File: src/rtl/core/cdus_pkg.sv
// ----------------------------------------------------------------------------
// cdus_pkg
// Types, constants and helpers for the cookie date parser.
// ----------------------------------------------------------------------------
package cdus_pkg;

  localparam int unsigned CharWidth = 8;
  localparam int unsigned SecWidth  = 38;
  localparam int unsigned NumWidth  = 14;
  localparam int unsigned NumSat    = 16383;
  localparam int unsigned LenSat    = 15;
  localparam int unsigned DaysWidth = 22;

  typedef enum logic [5:0] {
    ST_IDLE  = 6'b000001,
    ST_YEAR  = 6'b000010,
    ST_DAYS  = 6'b000100,
    ST_MUL   = 6'b001000,
    ST_SUM   = 6'b010000,
    ST_OUT   = 6'b100000
  } state_t;

  typedef struct packed {
    logic take_byte;
    logic split_year;
    logic start_days;
    logic do_mul;
    logic do_sum;
    logic load_out;
  } cmd_t;

  typedef struct packed {
    logic last_seen;
  } status_t;

  function automatic logic is_digit(input logic [7:0] c);
    return (c >= 8'h30) && (c <= 8'h39);
  endfunction

  function automatic logic [3:0] month_code(input logic [23:0] s);
    case (s)
      "jan": return 4'd1;
      "feb": return 4'd2;
      "mar": return 4'd3;
      "apr": return 4'd4;
      "may": return 4'd5;
      "jun": return 4'd6;
      "jul": return 4'd7;
      "aug": return 4'd8;
      "sep": return 4'd9;
      "oct": return 4'd10;
      "nov": return 4'd11;
      "dec": return 4'd12;
      default: return 4'd0;
    endcase
  endfunction

endpackage

File: src/rtl/core/cdus_if.sv
// ----------------------------------------------------------------------------
// cdus_in_if / cdus_out_if
// Valid/ready channels for date bytes and parse results.
// ----------------------------------------------------------------------------
interface cdus_in_if;
  logic       valid;
  logic       ready;
  logic [7:0] char_byte;
  logic       last_byte;
  modport source (output valid, char_byte, last_byte, input ready);
  modport sink (input valid, char_byte, last_byte, output ready);
endinterface

interface cdus_out_if;
  logic        valid;
  logic        ready;
  logic        date_valid;
  logic [37:0] unix_seconds;
  modport source (output valid, date_valid, unix_seconds, input ready);
  modport sink (input valid, date_valid, unix_seconds, output ready);
endinterface

File: src/rtl/core/cdus_ctrl.sv
// ----------------------------------------------------------------------------
// cdus_ctrl
// Sequencer: byte intake, then date conversion steps, then result hand-off.
// ----------------------------------------------------------------------------
module cdus_ctrl (
  input  logic              clk,
  input  logic              rst,
  input  logic              in_valid,
  output logic              in_ready,
  output logic              out_valid,
  input  logic              out_ready,
  input  cdus_pkg::status_t status,
  output cdus_pkg::cmd_t    cmd
);
  import cdus_pkg::*;

  state_t state, state_next;
  logic   out_full;

  assign in_ready  = (state == ST_IDLE);
  assign out_valid = out_full;

  always_comb begin
    cmd            = '0;
    state_next     = state;
    cmd.take_byte  = in_valid && in_ready;
    case (state)
      ST_IDLE: begin
        if (cmd.take_byte && status.last_seen) begin
          state_next = ST_YEAR;
        end
      end
      ST_YEAR: begin
        cmd.split_year = 1'b1;
        state_next     = ST_DAYS;
      end
      ST_DAYS: begin
        cmd.start_days = 1'b1;
        state_next     = ST_MUL;
      end
      ST_MUL: begin
        cmd.do_mul = 1'b1;
        state_next = ST_SUM;
      end
      ST_SUM: begin
        cmd.do_sum = 1'b1;
        state_next = ST_OUT;
      end
      ST_OUT: begin
        if (!out_full || out_ready) begin
          cmd.load_out = 1'b1;
          state_next   = ST_IDLE;
        end
      end
      default: state_next = ST_IDLE;
    endcase
  end

  always_ff @(posedge clk) begin
    if (rst) begin
      state    <= ST_IDLE;
      out_full <= 1'b0;
    end else begin
      state <= state_next;
      if (cmd.load_out) begin
        out_full <= 1'b1;
      end else if (out_ready) begin
        out_full <= 1'b0;
      end
    end
  end

endmodule

File: src/rtl/core/cdus_dp.sv
// ----------------------------------------------------------------------------
// cdus_dp
// Tokenizer state, field capture and days/seconds arithmetic.
// ----------------------------------------------------------------------------
module cdus_dp (
  input  logic                             clk,
  input  logic                             rst,
  input  logic [cdus_pkg::CharWidth-1:0]   char_byte,
  input  logic                             last_byte,
  input  cdus_pkg::cmd_t                   cmd,
  output cdus_pkg::status_t                status,
  output logic                             date_valid,
  output logic [cdus_pkg::SecWidth-1:0]    unix_seconds
);
  import cdus_pkg::*;

  logic [7:0]          token_chars [8];
  logic [3:0]          token_length;
  logic                token_all_digits;
  logic [NumWidth-1:0] token_number;
  logic [6:0]          hour_value, minute_value, second_value;
  logic                time_seen;
  logic [3:0]          month_number;
  logic [1:0]          number_count;
  logic [NumWidth-1:0] first_number, second_number;

  logic [7:0]  c;
  logic        sep, dig;
  logic [17:0] num_ext;
  logic [NumWidth-1:0] num_next;

  assign status.last_seen = last_byte;

  always_comb begin
    c = char_byte;
    if (char_byte >= 8'h41 && char_byte <= 8'h5a) begin
      c = char_byte + 8'd32;
    end
    sep     = (c == 8'h20) || (c == 8'h2c) || (c == 8'h2d);
    dig     = is_digit(c);
    num_ext = {4'd0, token_number} * 18'd10 + {14'd0, c[3:0]};
    num_next = (num_ext > 18'(NumSat)) ? NumWidth'(NumSat) : num_ext[NumWidth-1:0];
  end

  // Token state after taking in the current byte (separator leaves it as is).
  logic [7:0]          tc [8];
  logic [3:0]          tl;
  logic                tad;
  logic [NumWidth-1:0] tn;
  always_comb begin
    for (int i = 0; i < 8; i++) begin
      tc[i] = token_chars[i];
    end
    tl  = token_length;
    tad = token_all_digits;
    tn  = token_number;
    if (!sep) begin
      if (token_length < 4'd8) begin
        tc[token_length[2:0]] = c;
      end
      if (token_length < 4'(LenSat)) begin
        tl = token_length + 4'd1;
      end
      if (dig) begin
        tn = num_next;
      end else begin
        tad = 1'b0;
      end
    end
  end

  // Token end, applied to (ec,el,ead,en).
  function automatic logic [6:0] two(input logic [7:0] a, input logic [7:0] b);
    return 7'(a[3:0]) * 7'd10 + 7'(b[3:0]);
  endfunction

  logic end_now;
  logic [7:0]          ec [8];
  logic [3:0]          el;
  logic                ead;
  logic [NumWidth-1:0] en;
  logic                tshape, tgood;
  logic [3:0]          mfound;
  logic [6:0]          h_n, m_n, s_n;
  logic                ts_n;
  logic [3:0]          mon_n;
  logic [1:0]          cnt_n;
  logic [NumWidth-1:0] f_n, s2_n;

  always_comb begin
    end_now = sep || last_byte;
    for (int i = 0; i < 8; i++) begin
      ec[i] = sep ? token_chars[i] : tc[i];
    end
    el  = sep ? token_length : tl;
    ead = sep ? token_all_digits : tad;
    en  = sep ? token_number : tn;
    tshape = (el >= 4'd8) && (ec[2] == 8'h3a) && (ec[5] == 8'h3a);
    tgood  = is_digit(ec[0]) && is_digit(ec[1]) && is_digit(ec[3]) &&
             is_digit(ec[4]) && is_digit(ec[6]) && is_digit(ec[7]);
    mfound = (el == 4'd3) ? month_code({ec[0], ec[1], ec[2]}) : 4'd0;
    h_n = hour_value; m_n = minute_value; s_n = second_value; ts_n = time_seen;
    mon_n = month_number; cnt_n = number_count; f_n = first_number;
    s2_n = second_number;
    if (el != 4'd0) begin
      if (tshape) begin
        if (tgood) begin
          h_n = two(ec[0], ec[1]);
          m_n = two(ec[3], ec[4]);
          s_n = two(ec[6], ec[7]);
          ts_n = 1'b1;
        end
      end else if (mfound != 4'd0) begin
        mon_n = mfound;
      end else if (ead) begin
        if (number_count == 2'd0) f_n = en;
        else if (number_count == 2'd1) s2_n = en;
        if (number_count != 2'd3) cnt_n = number_count + 2'd1;
      end
    end
  end

  // Conversion registers.
  logic        valid_r;
  logic [13:0] year_r;
  logic [4:0]  day_r;
  logic [3:0]  mon_r;
  logic [6:0]  hh_r, mm_r, ss_r;
  logic [4:0]  era_r;
  logic [8:0]  yoe_r;
  logic [8:0]  doy_r;
  logic [DaysWidth-1:0] days_r;
  logic [SecWidth-1:0]  dsec_r, tsec_r;

  logic [13:0] yr_adj;
  logic        v_comb;
  always_comb begin
    yr_adj = s2_n;
    if (s2_n < 14'd100) begin
      yr_adj = s2_n + ((s2_n >= 14'd50) ? 14'd1900 : 14'd2000);
    end
    v_comb = ts_n && (mon_n >= 4'd1) && (mon_n <= 4'd12) && (cnt_n == 2'd2) &&
             (f_n >= 14'd1) && (f_n <= 14'd31) && (yr_adj >= 14'd1970) &&
             (yr_adj <= 14'd9999);
  end

  // Days before the month, year starting in March.
  function automatic logic [8:0] month_start(input logic [3:0] m);
    case (m)
      4'd0:    return 9'd0;
      4'd1:    return 9'd31;
      4'd2:    return 9'd61;
      4'd3:    return 9'd92;
      4'd4:    return 9'd122;
      4'd5:    return 9'd153;
      4'd6:    return 9'd184;
      4'd7:    return 9'd214;
      4'd8:    return 9'd245;
      4'd9:    return 9'd275;
      4'd10:   return 9'd306;
      4'd11:   return 9'd337;
      default: return 9'd0;
    endcase
  endfunction

  // Days since epoch; year < 10000 so eras are small.
  // Era by reciprocal multiply: exact for years below 10000.
  logic [13:0] y;
  logic [3:0]  mp;
  logic [26:0] era_prod;
  logic [4:0]  era;
  logic [13:0] yoe_full;
  logic [8:0]  doy;
  always_comb begin
    y        = (mon_r <= 4'd2) ? year_r - 14'd1 : year_r;
    mp       = (mon_r > 4'd2) ? mon_r - 4'd3 : mon_r + 4'd9;
    era_prod = 27'(y) * 27'd5243;
    era      = era_prod[25:21];
    yoe_full = y - 14'(era) * 14'd400;
    doy      = month_start(mp) + 9'(day_r) - 9'd1;
  end

  logic [1:0]  cent;
  logic [18:0] doe;
  logic [23:0] dtot;
  always_comb begin
    if (yoe_r >= 9'd300) cent = 2'd3;
    else if (yoe_r >= 9'd200) cent = 2'd2;
    else if (yoe_r >= 9'd100) cent = 2'd1;
    else cent = 2'd0;
    doe  = 19'(yoe_r) * 19'd365 + 19'(yoe_r[8:2]) - 19'(cent) + 19'(doy_r);
    dtot = 24'(era_r) * 24'd146097 + 24'(doe) - 24'd719468;
  end

  always_ff @(posedge clk) begin
    if (rst) begin
      token_length <= '0; token_all_digits <= 1'b1; token_number <= '0;
      hour_value <= '0; minute_value <= '0; second_value <= '0;
      time_seen <= 1'b0; month_number <= '0; number_count <= '0;
      first_number <= '0; second_number <= '0;
    end else if (cmd.take_byte) begin
      for (int i = 0; i < 8; i++) begin
        token_chars[i] <= tc[i];
      end
      if (last_byte) begin
        token_length <= '0; token_all_digits <= 1'b1; token_number <= '0;
        hour_value <= '0; minute_value <= '0; second_value <= '0;
        time_seen <= 1'b0; month_number <= '0; number_count <= '0;
        first_number <= '0; second_number <= '0;
        valid_r <= v_comb;
        year_r  <= yr_adj;
        day_r   <= f_n[4:0];
        mon_r   <= mon_n;
        hh_r <= h_n; mm_r <= m_n; ss_r <= s_n;
      end else if (end_now) begin
        token_length <= '0; token_all_digits <= 1'b1; token_number <= '0;
        hour_value <= h_n; minute_value <= m_n; second_value <= s_n;
        time_seen <= ts_n; month_number <= mon_n; number_count <= cnt_n;
        first_number <= f_n; second_number <= s2_n;
      end else begin
        token_length <= tl; token_all_digits <= tad; token_number <= tn;
      end
    end
    if (cmd.split_year) begin
      era_r <= era;
      yoe_r <= yoe_full[8:0];
      doy_r <= doy;
    end
    if (cmd.start_days) begin
      days_r <= dtot[DaysWidth-1:0];
    end
    if (cmd.do_mul) begin
      dsec_r <= SecWidth'(days_r) * SecWidth'(17'd86400);
      tsec_r <= SecWidth'(hh_r) * SecWidth'(12'd3600) +
                SecWidth'(mm_r) * SecWidth'(6'd60) + SecWidth'(ss_r);
    end
    if (cmd.do_sum) begin
      dsec_r <= dsec_r + tsec_r;
    end
    if (cmd.load_out) begin
      date_valid   <= valid_r;
      unix_seconds <= valid_r ? dsec_r : '0;
    end
  end

endmodule

File: src/rtl/core/cookie_date_to_unix_seconds_unit.sv
// ----------------------------------------------------------------------------
// cookie_date_to_unix_seconds_unit
// Parses a cookie date string into Unix seconds.
// ----------------------------------------------------------------------------
// Usage: bytes of the date text arrive on in_ch (char_byte, last_byte) with a
// valid/ready request each. Ordinary bytes are taken one per cycle with no
// result. The byte flagged last closes the string; the block then stops taking
// bytes while the sequencer converts the date (year split, days count, seconds
// multiply, sum, output load). One result request (date_valid, unix_seconds)
// appears on out_ch after the output load. The result sits in an output
// register; if the receiver stalls, the block resumes byte intake anyway. The
// next string's conversion then waits at the output load, with intake stopped,
// until the previous result is taken. Reset (rst, synchronous) clears the
// token counters and captured fields and drops any pending result.
// ----------------------------------------------------------------------------
module cookie_date_to_unix_seconds_unit (
  input logic      clk,
  input logic      rst,
  cdus_in_if.sink  in_ch,
  cdus_out_if.source out_ch
);
  import cdus_pkg::*;

  cmd_t    cmd;
  status_t status;

  cdus_ctrl u_ctrl (
    .clk       (clk),
    .rst       (rst),
    .in_valid  (in_ch.valid),
    .in_ready  (in_ch.ready),
    .out_valid (out_ch.valid),
    .out_ready (out_ch.ready),
    .status    (status),
    .cmd       (cmd)
  );

  cdus_dp u_dp (
    .clk          (clk),
    .rst          (rst),
    .char_byte    (in_ch.char_byte),
    .last_byte    (in_ch.last_byte),
    .cmd          (cmd),
    .status       (status),
    .date_valid   (out_ch.date_valid),
    .unix_seconds (out_ch.unix_seconds)
  );

  a_one_step: assert property (@(posedge clk) disable iff (rst)
    $onehot0({cmd.split_year, cmd.start_days, cmd.do_mul, cmd.do_sum, cmd.load_out}))
    else $error("conversion steps overlap");

  a_no_intake_busy: assert property (@(posedge clk) disable iff (rst)
    (cmd.split_year || cmd.start_days || cmd.do_mul || cmd.do_sum) |-> !in_ch.ready)
    else $error("byte taken during conversion");

  a_unix_zero: assert property (@(posedge clk) disable iff (rst)
    (out_ch.valid && !out_ch.date_valid) |-> (out_ch.unix_seconds == '0))
    else $error("seconds nonzero on invalid date");

endmodule
File: src/flat_wrapper.sv
// flat-port wrapper written by rule: the top's interface ports become plain ports
module cookie_date_to_unix_seconds_unit_flat import cdus_pkg::*;
  (clk, rst, in_ch_valid, in_ch_char_byte, in_ch_last_byte, in_ch_ready, out_ch_valid, out_ch_date_valid, out_ch_unix_seconds, out_ch_ready);
  cdus_in_if in_ch_i ();
  cdus_out_if out_ch_i ();
  input logic clk;
  input logic rst;
  input wire logic [$bits(in_ch_i.valid)-1:0] in_ch_valid;
  input wire logic [$bits(in_ch_i.char_byte)-1:0] in_ch_char_byte;
  input wire logic [$bits(in_ch_i.last_byte)-1:0] in_ch_last_byte;
  output wire logic [$bits(in_ch_i.ready)-1:0] in_ch_ready;
  output wire logic [$bits(out_ch_i.valid)-1:0] out_ch_valid;
  output wire logic [$bits(out_ch_i.date_valid)-1:0] out_ch_date_valid;
  output wire logic [$bits(out_ch_i.unix_seconds)-1:0] out_ch_unix_seconds;
  input wire logic [$bits(out_ch_i.ready)-1:0] out_ch_ready;
  assign in_ch_i.valid = in_ch_valid;
  assign in_ch_i.char_byte = in_ch_char_byte;
  assign in_ch_i.last_byte = in_ch_last_byte;
  assign in_ch_ready = in_ch_i.ready;
  assign out_ch_valid = out_ch_i.valid;
  assign out_ch_date_valid = out_ch_i.date_valid;
  assign out_ch_unix_seconds = out_ch_i.unix_seconds;
  assign out_ch_i.ready = out_ch_ready;
  cookie_date_to_unix_seconds_unit u_core (.clk(clk), .rst(rst), .in_ch(in_ch_i), .out_ch(out_ch_i));
endmodule
File: config.mk
export PLATFORM = sky130hd
export DESIGN_NAME = cookie_date_to_unix_seconds_unit_flat
export DESIGN_NICKNAME = d
export VERILOG_FILES = /design/src/rtl/core/cdus_pkg.sv /design/src/rtl/core/cdus_if.sv /design/src/rtl/core/cdus_ctrl.sv /design/src/rtl/core/cdus_dp.sv /design/src/rtl/core/cookie_date_to_unix_seconds_unit.sv /design/src/flat_wrapper.sv
export SDC_FILE = /design/constraint.sdc
export NUM_CORES = 1
export LEC_CHECK = 0
export ABC_AREA = 1
export BUFFER_PORTS_ARGS = -buffer_cell sky130_fd_sc_hd__buf_2
export CAP_MARGIN = 20
export CORE_ASPECT_RATIO = 1.1
export CORE_MARGIN = 2
export CORE_UTILIZATION = 30
export DETAILED_ROUTE_END_ITERATION = 10
export GPL_TIMING_DRIVEN = 0
export PLACE_DENSITY_LB_ADDON = 0.2
export SETUP_SLACK_MARGIN = 0.5
export SYNTH_ARGS = -nofsm -noshare
export SYNTH_HDL_FRONTEND = slang
export SYNTH_SLANG_ARGS = --single-unit
File: constraint.sdc
create_clock -name clk -period 13.1 [get_ports clk]
set_input_delay 1.965 -clock clk [delete_from_list [all_inputs] [get_ports clk]]
set_output_delay 1.965 -clock clk [all_outputs]
set_load 0.03 [all_outputs]
# Yosys cells after proc, flatten, opt, wreduce, memory -nomap -nowiden
# Memory sizes are Yosys's and may differ from the RTL's.
# Index checks and enable logic that the tools add are counted.
# Widths: inputs -> output; s select.
# classes
add_sub_neg,22
n_mul,11
n_lt_le_gt_ge,35
eq_ne,29
mux,102
n_bitwise,2
reduce_logical,39
# op_table
cell,n
$mux 14,23
$eq 24x23->1 const B,12
$mux 64,2
$mux 7,15
$mux 8,11
$mux 38,2
$bwmux 64,1
$ge 8x6->1 const B,7
$le 8x6->1 const B,7
$mux 4,12
$pmux 4 s12,1
$eq 8x6->1 const B,5
$add 38x38->38,1
$pmux 6 s6,1
$mul 22x10->31 const B,1
$mul 14x13->26 const B,1
$logic_and 1x1->1,25
$demux 8 s3,1
$add 22x19->22,1
$mul 5x18->22 const B,1
$mux 1,22
$sub 22x20->22 const B,1
$add 20x7->21,1
$add 7x4->7,3
other kinds (62),83
# word_totals
register_bits,287
ram_bits,64
mem_bits_ro,144
input_bits,13
out_inout_bits,41
wordCells,270
memories,2
# mem_list
name,words,width,read_ports,rd_clocked_by_memory_dff,wr,line_no,text
(name not given),16,9,1,0,0,cdus_dp.sv:149,case (m)
u_core.u_dp.token_chars,8,8,8,0,8,cdus_dp.sv:17,logic [7:0] token_chars [8];

# Depth between registers and ports, before layout
# Gate-level depths: netlist (run 1).
# depth
ltp_word,26
ltp_mapped,47
ltp_nobuf,47

# By module
# A second synthesis (run 1) with hierarchy kept.
# hier_totals
hier_cells,3893
area_unflattened_um2,32762.7
# by_module_without_submodules
module,n_inst,cells_each,area_per_inst_um2,seq_area_each_um2
cdus_dp,1,3831,32376.1,9038.7
cdus_ctrl,1,62,386.6,140.1

# Worst setup path before layout (run 1)
# OpenSTA, ideal clock, no wires.
# synth_timing
kind,flip-flop to flip-flop
start,register u_core.u_dp.yoe_r[2]
end,"register u_core.u_dp.days_r[21], data pin"
setup_ns,0.260
arrival_time_ns,7.733
required_ns,12.840
slack_ns,5.107
path_stages_with_launch,47
n_path_buf,0
period_less_slack_ns,7.993
cell_sequence,edfxtp_1 -> inv_1 -> ha_1 -> nand4_1 -> nor2_1 -> a311oi_1 -> inv_1 -> nor2_1 -> ha_1 -> inv_1 -> ha_1 -> inv_1 -> ha_1 -> inv_1 -> fa_1 -> inv_1 -> ha_1 -> fa_1 -> [11 not listed] -> inv_1 -> fa_1 -> inv_1 -> fa_1 -> ha_1 -> ha_1 -> inv_1 -> nor2_1 -> nor2_1 -> o21ai_0 -> nand3_1 -> nand2_1 -> a21oi_1 -> o21ai_0 -> a21oi_1 -> nor2_1 -> nor2_1 -> xor2_1
# synth_via
elab_chain_cells,8
word_cells_on_any_way,12
cone_classes,add/sub (5); mul (1); order compare (3); mux (3)
# synth_lines
item,line_no,text
start: declaration,cdus_dp.sv:130,logic [8:0] yoe_r;
start signal: assignment,cdus_dp.sv:226,yoe_r <= yoe_full[8:0];
branches (longest 4 deep; another with $add 18x7->19),n/a,
$sub 19x2->19 (*),cdus_dp.sv:191,doe = 19'(yoe_r) * 19'd365 + 19'(yoe_r[8:2]) - 19'(cent) + 19'(doy_r);
$add 19x9->19 (*),cdus_dp.sv:191,
$add 22x19->22 (*),cdus_dp.sv:192,dtot = 24'(era_r) * 24'd146097 + 24'(doe) - 24'd719468;
$sub 22x20->22 (*),cdus_dp.sv:192,
named net u_core.u_dp.dtot[21],cdus_dp.sv:185,logic [23:0] dtot;
end signal: assignment,cdus_dp.sv:230,days_r <= dtot[DaysWidth-1:0];
end: declaration,cdus_dp.sv:132,logic [DaysWidth-1:0] days_r;
# Mark *: on every way through the listed nets, which the timed path passes.
# A chain may end at the register's enable or synchronous reset.

# Final worst setup path (run 1)
# layout_timing
start,register u_core.u_dp.yoe_r[4]
end,"register u_core.u_dp.days_r[21], data pin"
# The elaborated chain is that of the path after synthesis.

==> results of run 1 <==
[logic make-up (layout without fill, tap and decap cells)]
group,after synthesis,in the layout,synth area share
simple gates,1264,1264,0.168
buf+inv,900,1044,0.105
fa+ha+maj,705,705,0.318
compound gates,526,526,0.0873
flops,333,333,0.279
xor+xnor,157,157,0.0421
other cells,0,1,0
[final timing paths]
| path | end | slack (ns) | cells past startpoint |
|---|---|---|---|
| worst max-delay path | u_core.u_dp.days_r[21]$_DFFE_PP_ | 4.17 | 46 |
| worst min-delay path | u_core.u_dp.tsec_r[1]$_DFFE_PN_ | 0.43 | 0 |
| worst max register to register | u_core.u_dp.days_r[21]$_DFFE_PP_ | 4.17 | 46 |
| worst min register to register | u_core.u_dp.tsec_r[1]$_DFFE_PN_ | 0.43 | 0 |
[routing by layer]
metal | vias up | global-route usage
met1 | 11339 | 0.182
met4 | 0 | 0.0336
met2 | 288 | 0.253
li1 | 12685 | -
met5 | - | 0
met3 | 84 | 0.0146
[metrics by stage]
step | total power [mW] | util
2_1_floorplan | 3.09 | -
3_3_place_gp | 3.52 | 0.321
3_5_place_dp | 3.54 | 0.323
4_1_cts | 4.79 | 0.335
5_1_grt | 5.18 | 0.335
6_report | 4.70 | 0.336
[cell type report]
class / count / area, um^2 / share of cell area
multi-input combinational: 2652 / 20300 / 0.555
sequential: 333 / 9180 / 0.251
inverter: 838 / 3150 / 0.0862
tap: 1419 / 1780 / 0.0486
clock buffer: 54 / 1140 / 0.0311
timing repair buffer: 65 / 432 / 0.0118
buffer: 62 / 299 / 0.00819
clock inverter: 25 / 268 / 0.00733
antenna: 1 / 2.50 / 0.0000685
[worst max-delay path: cells and delay by family, from the launching register on]
| family | cells | cell delay [ns] |
|---|---|---|
| AO/OA/AOI/OAI | 13 | 2.07 |
| XOR/XNOR | 2 | 0.28 |
| adder cells (fa/ha/maj) | 12 | 4.10 |
| buffers and inverters | 10 | 0.68 |
| flip-flops | 1 | 0.68 |
| AND/OR/NAND/NOR | 9 | 0.86 |
[flip-flops by register name, indices dropped and copies added (netlist names), 2 cells and up, named ones only]
register,count
u_core.u_ctrl.state,6
u_core.u_dp.day_r,5
u_core.u_dp.days_r,22
u_core.u_dp.doy_r,9
u_core.u_dp.dsec_r,38
u_core.u_dp.era_r,5
u_core.u_dp.first_number,14
u_core.u_dp.hh_r,7
u_core.u_dp.hour_value,7
u_core.u_dp.minute_value,7
u_core.u_dp.mm_r,7
u_core.u_dp.mon_r,4
u_core.u_dp.month_number,4
u_core.u_dp.number_count,2
u_core.u_dp.second_number,14
u_core.u_dp.second_value,7
u_core.u_dp.ss_r,7
u_core.u_dp.token_chars,35
u_core.u_dp.token_length,4
u_core.u_dp.token_number,14
u_core.u_dp.tsec_r,20
u_core.u_dp.unix_seconds,38
u_core.u_dp.year_r,14
u_core.u_dp.yoe_r,9
[power by group through the flow]
stage / logic (mW) / registers [mW] / clock network [mW]
after floorplan: 1.77 / 1.32 / 0
after global placement: 2.19 / 1.33 / 0
after detailed placement: 2.21 / 1.33 / 0
after CTS: 2.24 / 1.30 / 1.25
after global routing: 2.59 / 1.30 / 1.29
final: 2.19 / 1.30 / 1.21
[cells in the final DEF (no fill, tap or decap), types with 31 or more instances in the layout]
master and n:
inv_1 814, nand2_1 728, ha_1 487, edfxtp_1 251
a21oi_1 245, fa_1 218, nor2_1 192, o21ai_0 182
nand3_1 152, xor2_1 109, dfxtp_1 82, buf_2 60
clkbuf_1 49, xnor2_1 47, clkbuf_16 43, nand2_2 37
nand4_1 31
==> impl_metrics.ini, run 1 <==
[timing]
finalHoldViolCount = 0
rsz_0062_raised_after_global_routing = no
final_setup_violation_count = 0
period_needed_ns = 8.93
fin_hold_ws_ns = 0.435
max_slew.worst_pin.slew_ns = 0.943
min_period_over_period = 0.682
max_freq_mhz = 112
timing.setup.tns_ns = 0
slew_violations = 0
relSlewSlack = 0.371
postLayoutSetupSlackWorst_ns = 4.17
timing.clock.skew_ns = 0.0194

[detailed_routing]
wirelength_met1_um = 36100
drtIter0Drc = 1048
finalWirelength_um = 77500
detail_route.first_pass.iterations = 5
drt-vias-per-instance = 4.48
final_antenna_net_count = 0
route.top_layer_used = met4
via_count = 24396
met2_routed_wl_um = 37700
detail_route.wl_per_cell_um = 14.2
wl_met3_um = 2250
post-route-drc-count = 0

[floorplan]
initial_utilization = 0.302
floorplan.die_area_mm2 = 0.112
core_area_mm2 = 0.109
chipHeight_um = 351
floorplan.die.width_um = 320
io_pins = 54
placementRows = 127

[logic_synthesis]
synthesis.yosys.warnings = 0
yosys.cell_count.top_type = inv_1
netlist_top_cells_area = edfxtp_1 (23%), ha_1 (19%), fa_1 (13%)
synth_largest_type_area_fraction = 0.229
synth_top_flop_cell = edfxtp_1
yosys-top-cells-count = inv_1 (814), nand2_1 (729), ha_1 (487)
avgSynthCellArea_um2 = 8.46
synthesis.nets = 4603
postSynthRegisterBits = 333
postSynthCellCount = 3885
post_synth_edffs = 251
postSynth.asyncResetShare = 0
synth.lib_cells_used.distinct = 58
synth.yosys.seq_area_share = 0.279
syn-cell-area_mm2 = 0.0329
synth_largest_area_cell = edfxtp_1

[worst_setup_path]
crit_top_cell = inv_1
crit_slowest_cell = edfxtp_1
critical_path_class = reg2reg
timing.critical_path.slowest_cell_delay_ns = 0.68
start_kind = flip-flop
worstReg2RegStart = u_core.u_dp.yoe_r[4]$_DFFE_PP_
timing.critical_path.from = u_core.u_dp.yoe_r[4]$_DFFE_PP_
timing.critical_path.fanout_max = 8
worst_ep_required_time_ns = 13.42
setup.worst_path.end_class = flip-flop
timing.critical_path.arrival_ns = 9.24

[grt]
grt_util_all_layers = 0.141
grt_first_pass_wirelength_um = 128000
number_of_antenna_violations_at_the_first_check_in_global_routing = 1
largest_net_degree_at_the_start_of_global_routing = 32
first_global_vias = 24496
gr-total-overflow = 0

[clocking]
worstSkewPairLatency_ns = 0.58
post_cts.resized_instances = 0
ctsLongestPathBuffers = 3
cts.clk_slew.worst_paths_ns = 0.06
cts_tree = yes
cts.sink_count = 333
cts.root.buffer_cell = clkbuf_16
numCtsBuffers = 43
clock_tree.htree_level_count = 2
post_cts_buffers = 0
cts-hold-fix-buffers = 0

[placed_design]
pre_cts_slack_ns = 4.11
post-dp-hpwl_um = 64000
gp_congestion = 0.830
placed_cell_area_mm2 = 0.0351
post-place-cells = 5369
place.port_buffers = 52

[worst_hold_path]
hold_path_startpoint = u_core.u_dp.ss_r[1]$_DFFE_PP_
hold_path.class = reg2reg

[pwr]
leakage_nw = 18.0
cell_internal_pwr_mw = 2.94
netSwitchingFraction = 0.374
p_clk_frac = 0.257
switchingPower_mw = 1.76
powerDensity_mw_per_mm2 = 129
comb_power_share = 0.466
power.share.sequential = 0.277
maximum_vdd_ir_drop_v = 0.000159

[run]
max_cap_violations = 0

[layout]
n_fill_cell = 11370
area_growth_syn_to_layout_pct = 11.2
post_route_cells_drive_above_1_share = 0.0690
layout_nets = 4713
post_layout_nonfiller_instances = 5449
layout.cell_area.non_filler_mm2 = 0.0365

[run_status]
result_of_the_run = finished clean
No activity file was read; power rests on OpenSTA's default activity.
==> run 2, diff against run 1 <==
Settings changed: ABC_AREA 1 to 0.
Clock period 13.1 ns to 7.95 ns, I/O delays scaled along.
==> run 2 against run 1 <==
Effect of this change:
- the flow now finishes with violations (negative setup slack)
- first-iteration DRC count is 16% higher
- largest cell class unchanged
- critical path depth is 5 lower
- synthesized area is 0.51% lower
- core utilization up 1.5 points
- sequential share of layout area down 1.0 points
- non-clock buffer count grew 100
- via count shrank 1.7%
- flip-flop and latch count unchanged
- final cell count fell by 7.9%
- die area decreased by 0.50%
==> impl_metrics.ini, run 2 <==
[detailed_routing]
route.top_layer_used = met5
wirelength_met1_um = 35800
detail_route.wl_per_cell_um = 16.1
final_antenna_net_count = 0
wl_met3_um = 2730
via_count = 23990
met2_routed_wl_um = 40000
post-route-drc-count = 0
finalWirelength_um = 80900
drt-vias-per-instance = 4.78
drtIter0Drc = 1213
detail_route.first_pass.iterations = 5

[timing]
max_freq_mhz = 118
fin_hold_ws_ns = 0.416
min_period_over_period = 1.06
postLayoutSetupSlackWorst_ns = -0.492
final_setup_violation_count = 5
max_slew.worst_pin.slew_ns = 0.937
period_needed_ns = 8.44
finalHoldViolCount = 0
relSlewSlack = 0.359
slew_violations = 0
rsz_0062_raised_after_global_routing = yes
timing.clock.skew_ns = 0.0492

[worst_setup_path]
crit_slowest_cell = fa_1
start_kind = flip-flop
setup.worst_path.end_class = flip-flop
critical_path_class = reg2reg
worst-r2r-setup-slack_ns = -0.49
timing.critical_path.fanout_max = 6
worst_ep_required_time_ns = 8.29
timing.critical_path.arrival_ns = 8.78
crit_top_cell = inv_2
timing.critical_path.slowest_cell_delay_ns = 0.49

[grt]
largest_net_degree_at_the_start_of_global_routing = 34
gr-total-overflow = 0
grt_first_pass_wirelength_um = 131000
number_of_antenna_violations_at_the_first_check_in_global_routing = 3
first_global_vias = 24330
grt_util_all_layers = 0.145

[logic_synthesis]
syn-cell-area_mm2 = 0.0327
postSynthCellCount = 3378
synth-compound-area-share = 0.121
yosys-top-cells-count = inv_1 (565), ha_1 (487), edfxtp_1 (251)
post_synth_and_or_nand_nor_area_fraction = 0.125
synth.lib_cells_used.distinct = 93
netlist_top_cells_area = edfxtp_1 (23%), ha_1 (19%), fa_1 (13%)
yosys.cell_count.top_type = inv_1
synthesis.nets = 4096
post_synth_xor_area_fraction = 0.0531
synthesis.yosys.warnings = 0
avgSynthCellArea_um2 = 9.68
post_synth_edffs = 251
synth.yosys.seq_area_share = 0.281
synth_top_flop_cell = edfxtp_1
synth.mux.area_fraction = 0.0235
postSynth.asyncResetShare = 0
postSynthRegisterBits = 333
yosys.area_share.adder = 0.321
synth_largest_type_area_fraction = 0.231
synth_largest_area_cell = edfxtp_1
combinational_family_with_the_most_area_after_synthesis = adder cells

[layout]
reg_top3 = u_core.u_dp.dsec_r x38, u_core.u_dp.unix_seconds x38, u_core.u_dp.token_chars x35
layout.cell_area.non_filler_mm2 = 0.0381
post_route_cells_drive_above_1_share = 0.131
layout_commonest_cell = inv_1
area_growth_syn_to_layout_pct = 16.4
leading_cell_types_in_the_layout_fill_and_taps_excluded = inv_1 (544), ha_1 (470), edfxtp_1 (251)
layout_nets = 4284

[clocking]
numCtsBuffers = 42
worstSkewPairLatency_ns = 0.62
cts.root.buffer_cell = clkbuf_16
clock_tree.htree_level_count = 2
ctsLongestPathBuffers = 3
cts-hold-fix-buffers = 0
cts.sink_count = 333
cts_tree = yes
cts.clk_slew.worst_paths_ns = 0.06

[floorplan]
initial_utilization = 0.301
floorplan.die.width_um = 319
floorplan.die_area_mm2 = 0.112
placementRows = 127
core_area_mm2 = 0.109
io_pins = 54
chipHeight_um = 350

[worst_hold_path]
hold_path.class = reg2reg

[placed_design]
placed_cell_area_mm2 = 0.0352
gp_congestion = 0.899
post-dp-hpwl_um = 65100
place.port_buffers = 50

[run_status]
result_of_the_run = finished, violations left
violations = negative setup slack

[pwr]
leakage_nw = 16.8
maximum_vdd_ir_drop_v = 0.000218
powerDensity_mw_per_mm2 = 219

[run]
max_cap_violations = 0
## run 2: cell types whose count changed after synthesis, moves of 32 or more
cell     change
nand2_1    -523
xor2_1      -61
nand3_1    -102
xnor2_1    +103
nor3_1      +40
a21o_1      +32
a22oi_1     +65
a21oi_1     -90
mux2_2      +50
o21ai_0     -78
inv_1      -249
and2_1      +49
nor2_1      +45
nand2_2     -36
## run 2: path summary, 6_finish.rpt
kind	from	to	cells after the start
hold / removal	u_core.u_dp.ss_r[1]$_DFFE_PP_	u_core.u_dp.tsec_r[1]$_DFFE_PN_	0
setup / recovery	u_core.u_dp.yoe_r[0]$_DFFE_PP_	u_core.u_dp.days_r[21]$_DFFE_PP_	41
hold reg to reg	u_core.u_dp.ss_r[1]$_DFFE_PP_	u_core.u_dp.tsec_r[1]$_DFFE_PN_	0
setup reg to reg	u_core.u_dp.yoe_r[0]$_DFFE_PP_	u_core.u_dp.days_r[21]$_DFFE_PP_	41
## run 2: worst max-delay path: cells and delay by family (launching register included)
kind	cells	cell delay (ns)
adders and majority gates	12	3.71
AOI/OAI and AO/OA	14	2.67
buffers and inverters	9	0.64
and+or+nand+nor	4	0.47
DFF	1	0.44
xor gates and xnor gates	2	0.24
## run 2: report_power, final
part / internal, mW / total (mW) / switching [mW] / leakage (nW)
combinational: 2.22 / 4.30 / 2.08 / 13.3
clock: 1.07 / 1.89 / 0.822 / 0.647
sequential: 2.10 / 2.12 / 0.0270 / 2.89
## run 2: through the flow
step	util	cells	TNS (ns)	total power, mW	setup slack, ns
4_1_cts	0.344	4991	-1.53	7.97	-0.447
5_1_grt	0.351	5018	-4.11	9.01	-0.894
3_5_place_dp	0.325	4857	-7.78	5.66	-1.24
6_report	0.351	5021	-1.55	8.32	-0.492
3_3_place_gp	0.323	4847	-8.16	5.65	-1.31
2_1_floorplan	-	3378	-0.328	5.02	-0.283
## run 2: routing by layer
| layer | vias to the layer above | global-route usage |
|---|---|---|
| met5 | - | 0 |
| met4 | 2 | 0.0439 |
| met3 | 120 | 0.0169 |
| met2 | 369 | 0.262 |
| met1 | 11505 | 0.181 |
| li1 | 11994 | - |
## run 2: cells by family (layout without fill, tap and decap cells)
family | after synthesis | after routing
muxes | 68 | 68
xor gates and xnor gates | 198 | 198
AOI/OAI and AO/OA | 597 | 597
buffers and inverters | 650 | 871
adders and majority gates | 707 | 707
and+or+nand+nor | 825 | 825
DFF | 333 | 333
other | 0 | 3
## run 2: what timing repair did
action	4_1_cts	5_1_grt
gates resized for setup	67	110
setup buffers	57	26
pin swaps	65	69
endpoints found under the setup margin	22	13
## run 2: layout make-up
| type | count | area [um^2] |
|---|---|---|
| clock buffers | 57 | 1130 |
| fillers | 11101 | 70500 |
| diodes | 3 | 7.51 |
| inverters | 567 | 2140 |
| flip-flops and latches | 333 | 9180 |
| plain buffers | 83 | 422 |
| repair buffers | 144 | 1080 |
| clock inverters | 20 | 213 |
| multi-input cells | 2395 | 22100 |
| well taps | 1419 | 1780 |
==> run 3, diff against run 2 <==
Settings changed: CORE_MARGIN 2 to unset, RECOVER_POWER set to 50, SETUP_SLACK_MARGIN 0.5 to 0.15.
==> run 3 against run 2 <==
Effect of this change:
- the flow finishes with violations (max-capacitance violations, max-slew violations, negative setup slack)
- critical endpoint unchanged
- global-route usage grew 0.32 points
- setup slack better by 0.12 ns
- critical path type unchanged
- die area down 1.2%
- highest routed layer unchanged
- routed wire length decreased by 0.36%
- non-clock buffer count fell by 13
- sequential power hardly changed
==> impl_metrics.ini, run 3 (synthesis results as in run 2) <==
[timing]
finalHoldViolCount = 0
timing.setup.tns_ns = -1.42
slew_violations = 59
max_freq_mhz = 120
rsz_0062_raised_after_global_routing = yes
timing.clock.skew_ns = 0.0415
period_needed_ns = 8.32
final_setup_violation_count = 6
max_slew.worst_pin.slew_ns = 1.77
fin_hold_ws_ns = 0.436
postLayoutSetupSlackWorst_ns = -0.374
relSlewSlack = -0.181
min_period_over_period = 1.05

[clocking]
ctsLongestPathBuffers = 3
cts.clk_slew.worst_paths_ns = 0.06
clock_tree.htree_level_count = 2
cts.sink_count = 333
cts_tree = yes
worstSkewPairLatency_ns = 0.62
cts-hold-fix-buffers = 0
cts.root.buffer_cell = clkbuf_16
numCtsBuffers = 44

[floorplan]
floorplan.die.width_um = 317
placementRows = 126
floorplan.die_area_mm2 = 0.110
initial_utilization = 0.304
io_pins = 54
core_area_mm2 = 0.108
chipHeight_um = 348

[worst_setup_path]
start_kind = flip-flop
cp_num_cells = 41
critical_path_end = u_core.u_dp.days_r[21]$_DFFE_PP_
worst-path-buf-inv = 8
path_delay_family = adder cells
setup.worst_path.end_class = flip-flop
crit_top_cell = ha_4
worst-r2r-setup-slack_ns = -0.37
worst_ep_required_time_ns = 8.27
critical_path_class = reg2reg
crit_slowest_cell = fa_1
timing.critical_path.slowest_cell_delay_ns = 0.52
timing.critical_path.from = u_core.u_dp.yoe_r[3]$_DFFE_PP_
timing.critical_path.arrival_ns = 8.64
ff2ff_path_depth = 41
crit-reg2reg-capture = u_core.u_dp.days_r[21]$_DFFE_PP_
worstReg2RegStart = u_core.u_dp.yoe_r[3]$_DFFE_PP_
timing.critical_path.fanout_max = 3

[pwr]
powerDensity_mw_per_mm2 = 223
power.share.sequential = 0.253
cell_internal_pwr_mw = 5.44
switchingPower_mw = 2.95
comb_power_share = 0.497
leakage_nw = 16.5
p_clk_frac = 0.250
netSwitchingFraction = 0.352
maximum_vdd_ir_drop_v = 0.000267

[grt]
first_global_vias = 24228
gr-total-overflow = 0
largest_net_degree_at_the_start_of_global_routing = 35
number_of_antenna_violations_at_the_first_check_in_global_routing = 3
grt_util_all_layers = 0.149
grt_first_pass_wirelength_um = 131000

[detailed_routing]
detail_route.first_pass.iterations = 5
drtIter0Drc = 1165
post-route-drc-count = 0
final_antenna_net_count = 0
detail_route.wl_per_cell_um = 16.1
finalWirelength_um = 80600
drt-vias-per-instance = 4.76
via_count = 23782

[layout]
post_route_cells_drive_above_1_share = 0.101
layout_commonest_cell = inv_1
reg_top3 = u_core.u_dp.dsec_r x38, u_core.u_dp.unix_seconds x38, u_core.u_dp.token_chars x35
layout.cell_area.non_filler_mm2 = 0.0376
layout.core_utilization = 0.349
leading_cell_types_in_the_layout_fill_and_taps_excluded = inv_1 (545), ha_1 (469), edfxtp_1 (251)
layout_nets = 4273
n_fill_cell = 11084
area_growth_syn_to_layout_pct = 15.1

[placed_design]
place.port_buffers = 50
placed_cell_area_mm2 = 0.0350
gp_congestion = 0.881
pre_cts_slack_ns = -1.33
post-dp-hpwl_um = 64500

[run_status]
violations = max-capacitance violations, max-slew violations, negative setup slack
result_of_the_run = finished, violations left

[worst_hold_path]
hold_path.class = reg2reg

[run]
max_cap_violations = 2
-- run 3: changes by cell type in the layout (fill, tap and decap cells not counted), sizes merged --
cell      before  now
bufinv         2    3
buf          163   96
diode          3    2
clkinvlp       1    7
clkinv        16   12
inv          568  567
clkbuf       121  178
-- run 3: worst min-delay path by stage --
stage	endpoint	start	cells past startpoint
floorplan	u_core.u_dp.tsec_r[0]$_DFFE_PN_	u_core.u_dp.ss_r[0]$_DFFE_PP_	0
global placement	u_core.u_dp.tsec_r[0]$_DFFE_PN_	u_core.u_dp.ss_r[0]$_DFFE_PP_	0
detailed placement	u_core.u_dp.tsec_r[0]$_DFFE_PN_	u_core.u_dp.ss_r[0]$_DFFE_PP_	0
CTS	u_core.u_dp.tsec_r[0]$_DFFE_PN_	u_core.u_dp.ss_r[0]$_DFFE_PP_	0
global route	u_core.u_dp.tsec_r[0]$_DFFE_PN_	u_core.u_dp.ss_r[0]$_DFFE_PP_	0
finish	u_core.u_dp.tsec_r[0]$_DFFE_PN_	u_core.u_dp.ss_r[0]$_DFFE_PP_	0
-- run 3: cell type report --
| type | instances | area (um^2) | share of cell area |
|---|---|---|---|
| diodes | 2 | 5.00 | 0.000133 |
| repair buffers | 132 | 887 | 0.0236 |
| well taps | 1408 | 1760 | 0.0468 |
| multi-input cells | 2395 | 21700 | 0.578 |
| clock inverters | 22 | 264 | 0.00702 |
| plain buffers | 82 | 365 | 0.00971 |
| inverters | 567 | 2140 | 0.0569 |
| clock buffers | 60 | 1270 | 0.0339 |
| flip-flops and latches | 333 | 9180 | 0.244 |
-- run 3: routing by layer --
layer | up-vias | part of all wire | wire length (um) | global-route usage
li1 | 11976 | - | - | -
met1 | 11257 | 0.45 | 36100 | 0.190
met2 | 419 | 0.48 | 38900 | 0.257
met3 | 128 | 0.041 | 3340 | 0.0200
met4 | 2 | 0.028 | 2280 | 0.0451
met5 | - | 0.00015 | 12 | 0
-- run 3: worst register-to-register path, delay by kind of cell (launching register included) --
family                   cells  cell delay, ns
flip-flops                   1            0.45
AND/OR/NAND/NOR              2            0.33
buffers and inverters        8            0.47
AO/OA/AOI/OAI               17            2.82
adder cells (fa/ha/maj)     12            3.74
XOR/XNOR                     2            0.23
-- run 3: what timing repair did --
action                                 CTS  global route
setup endpoints to repair               14            10
buffers inserted                        47            24
resized for setup                       90            57
pin swaps                               64            57
endpoints found under the hold margin    0             0
-- run 3: power groups by stage --
stage / Sequential (mW) / Combinational [mW] / Clock [mW]
after floorplan: 2.15 / 2.84 / 0
after global placement: 2.16 / 3.45 / 0
after detailed placement: 2.16 / 3.48 / 0
after CTS: 2.12 / 3.87 / 2.17
after global routing: 2.13 / 4.75 / 2.23
final: 2.12 / 4.17 / 2.10
-- run 3: stage by stage --
stage	power, mW	cells
after CTS	8.16	4975
final	8.39	5001
after global routing	9.10	4999
after global placement	5.62	4836
after detailed placement	5.64	4847
after floorplan	4.99	3378
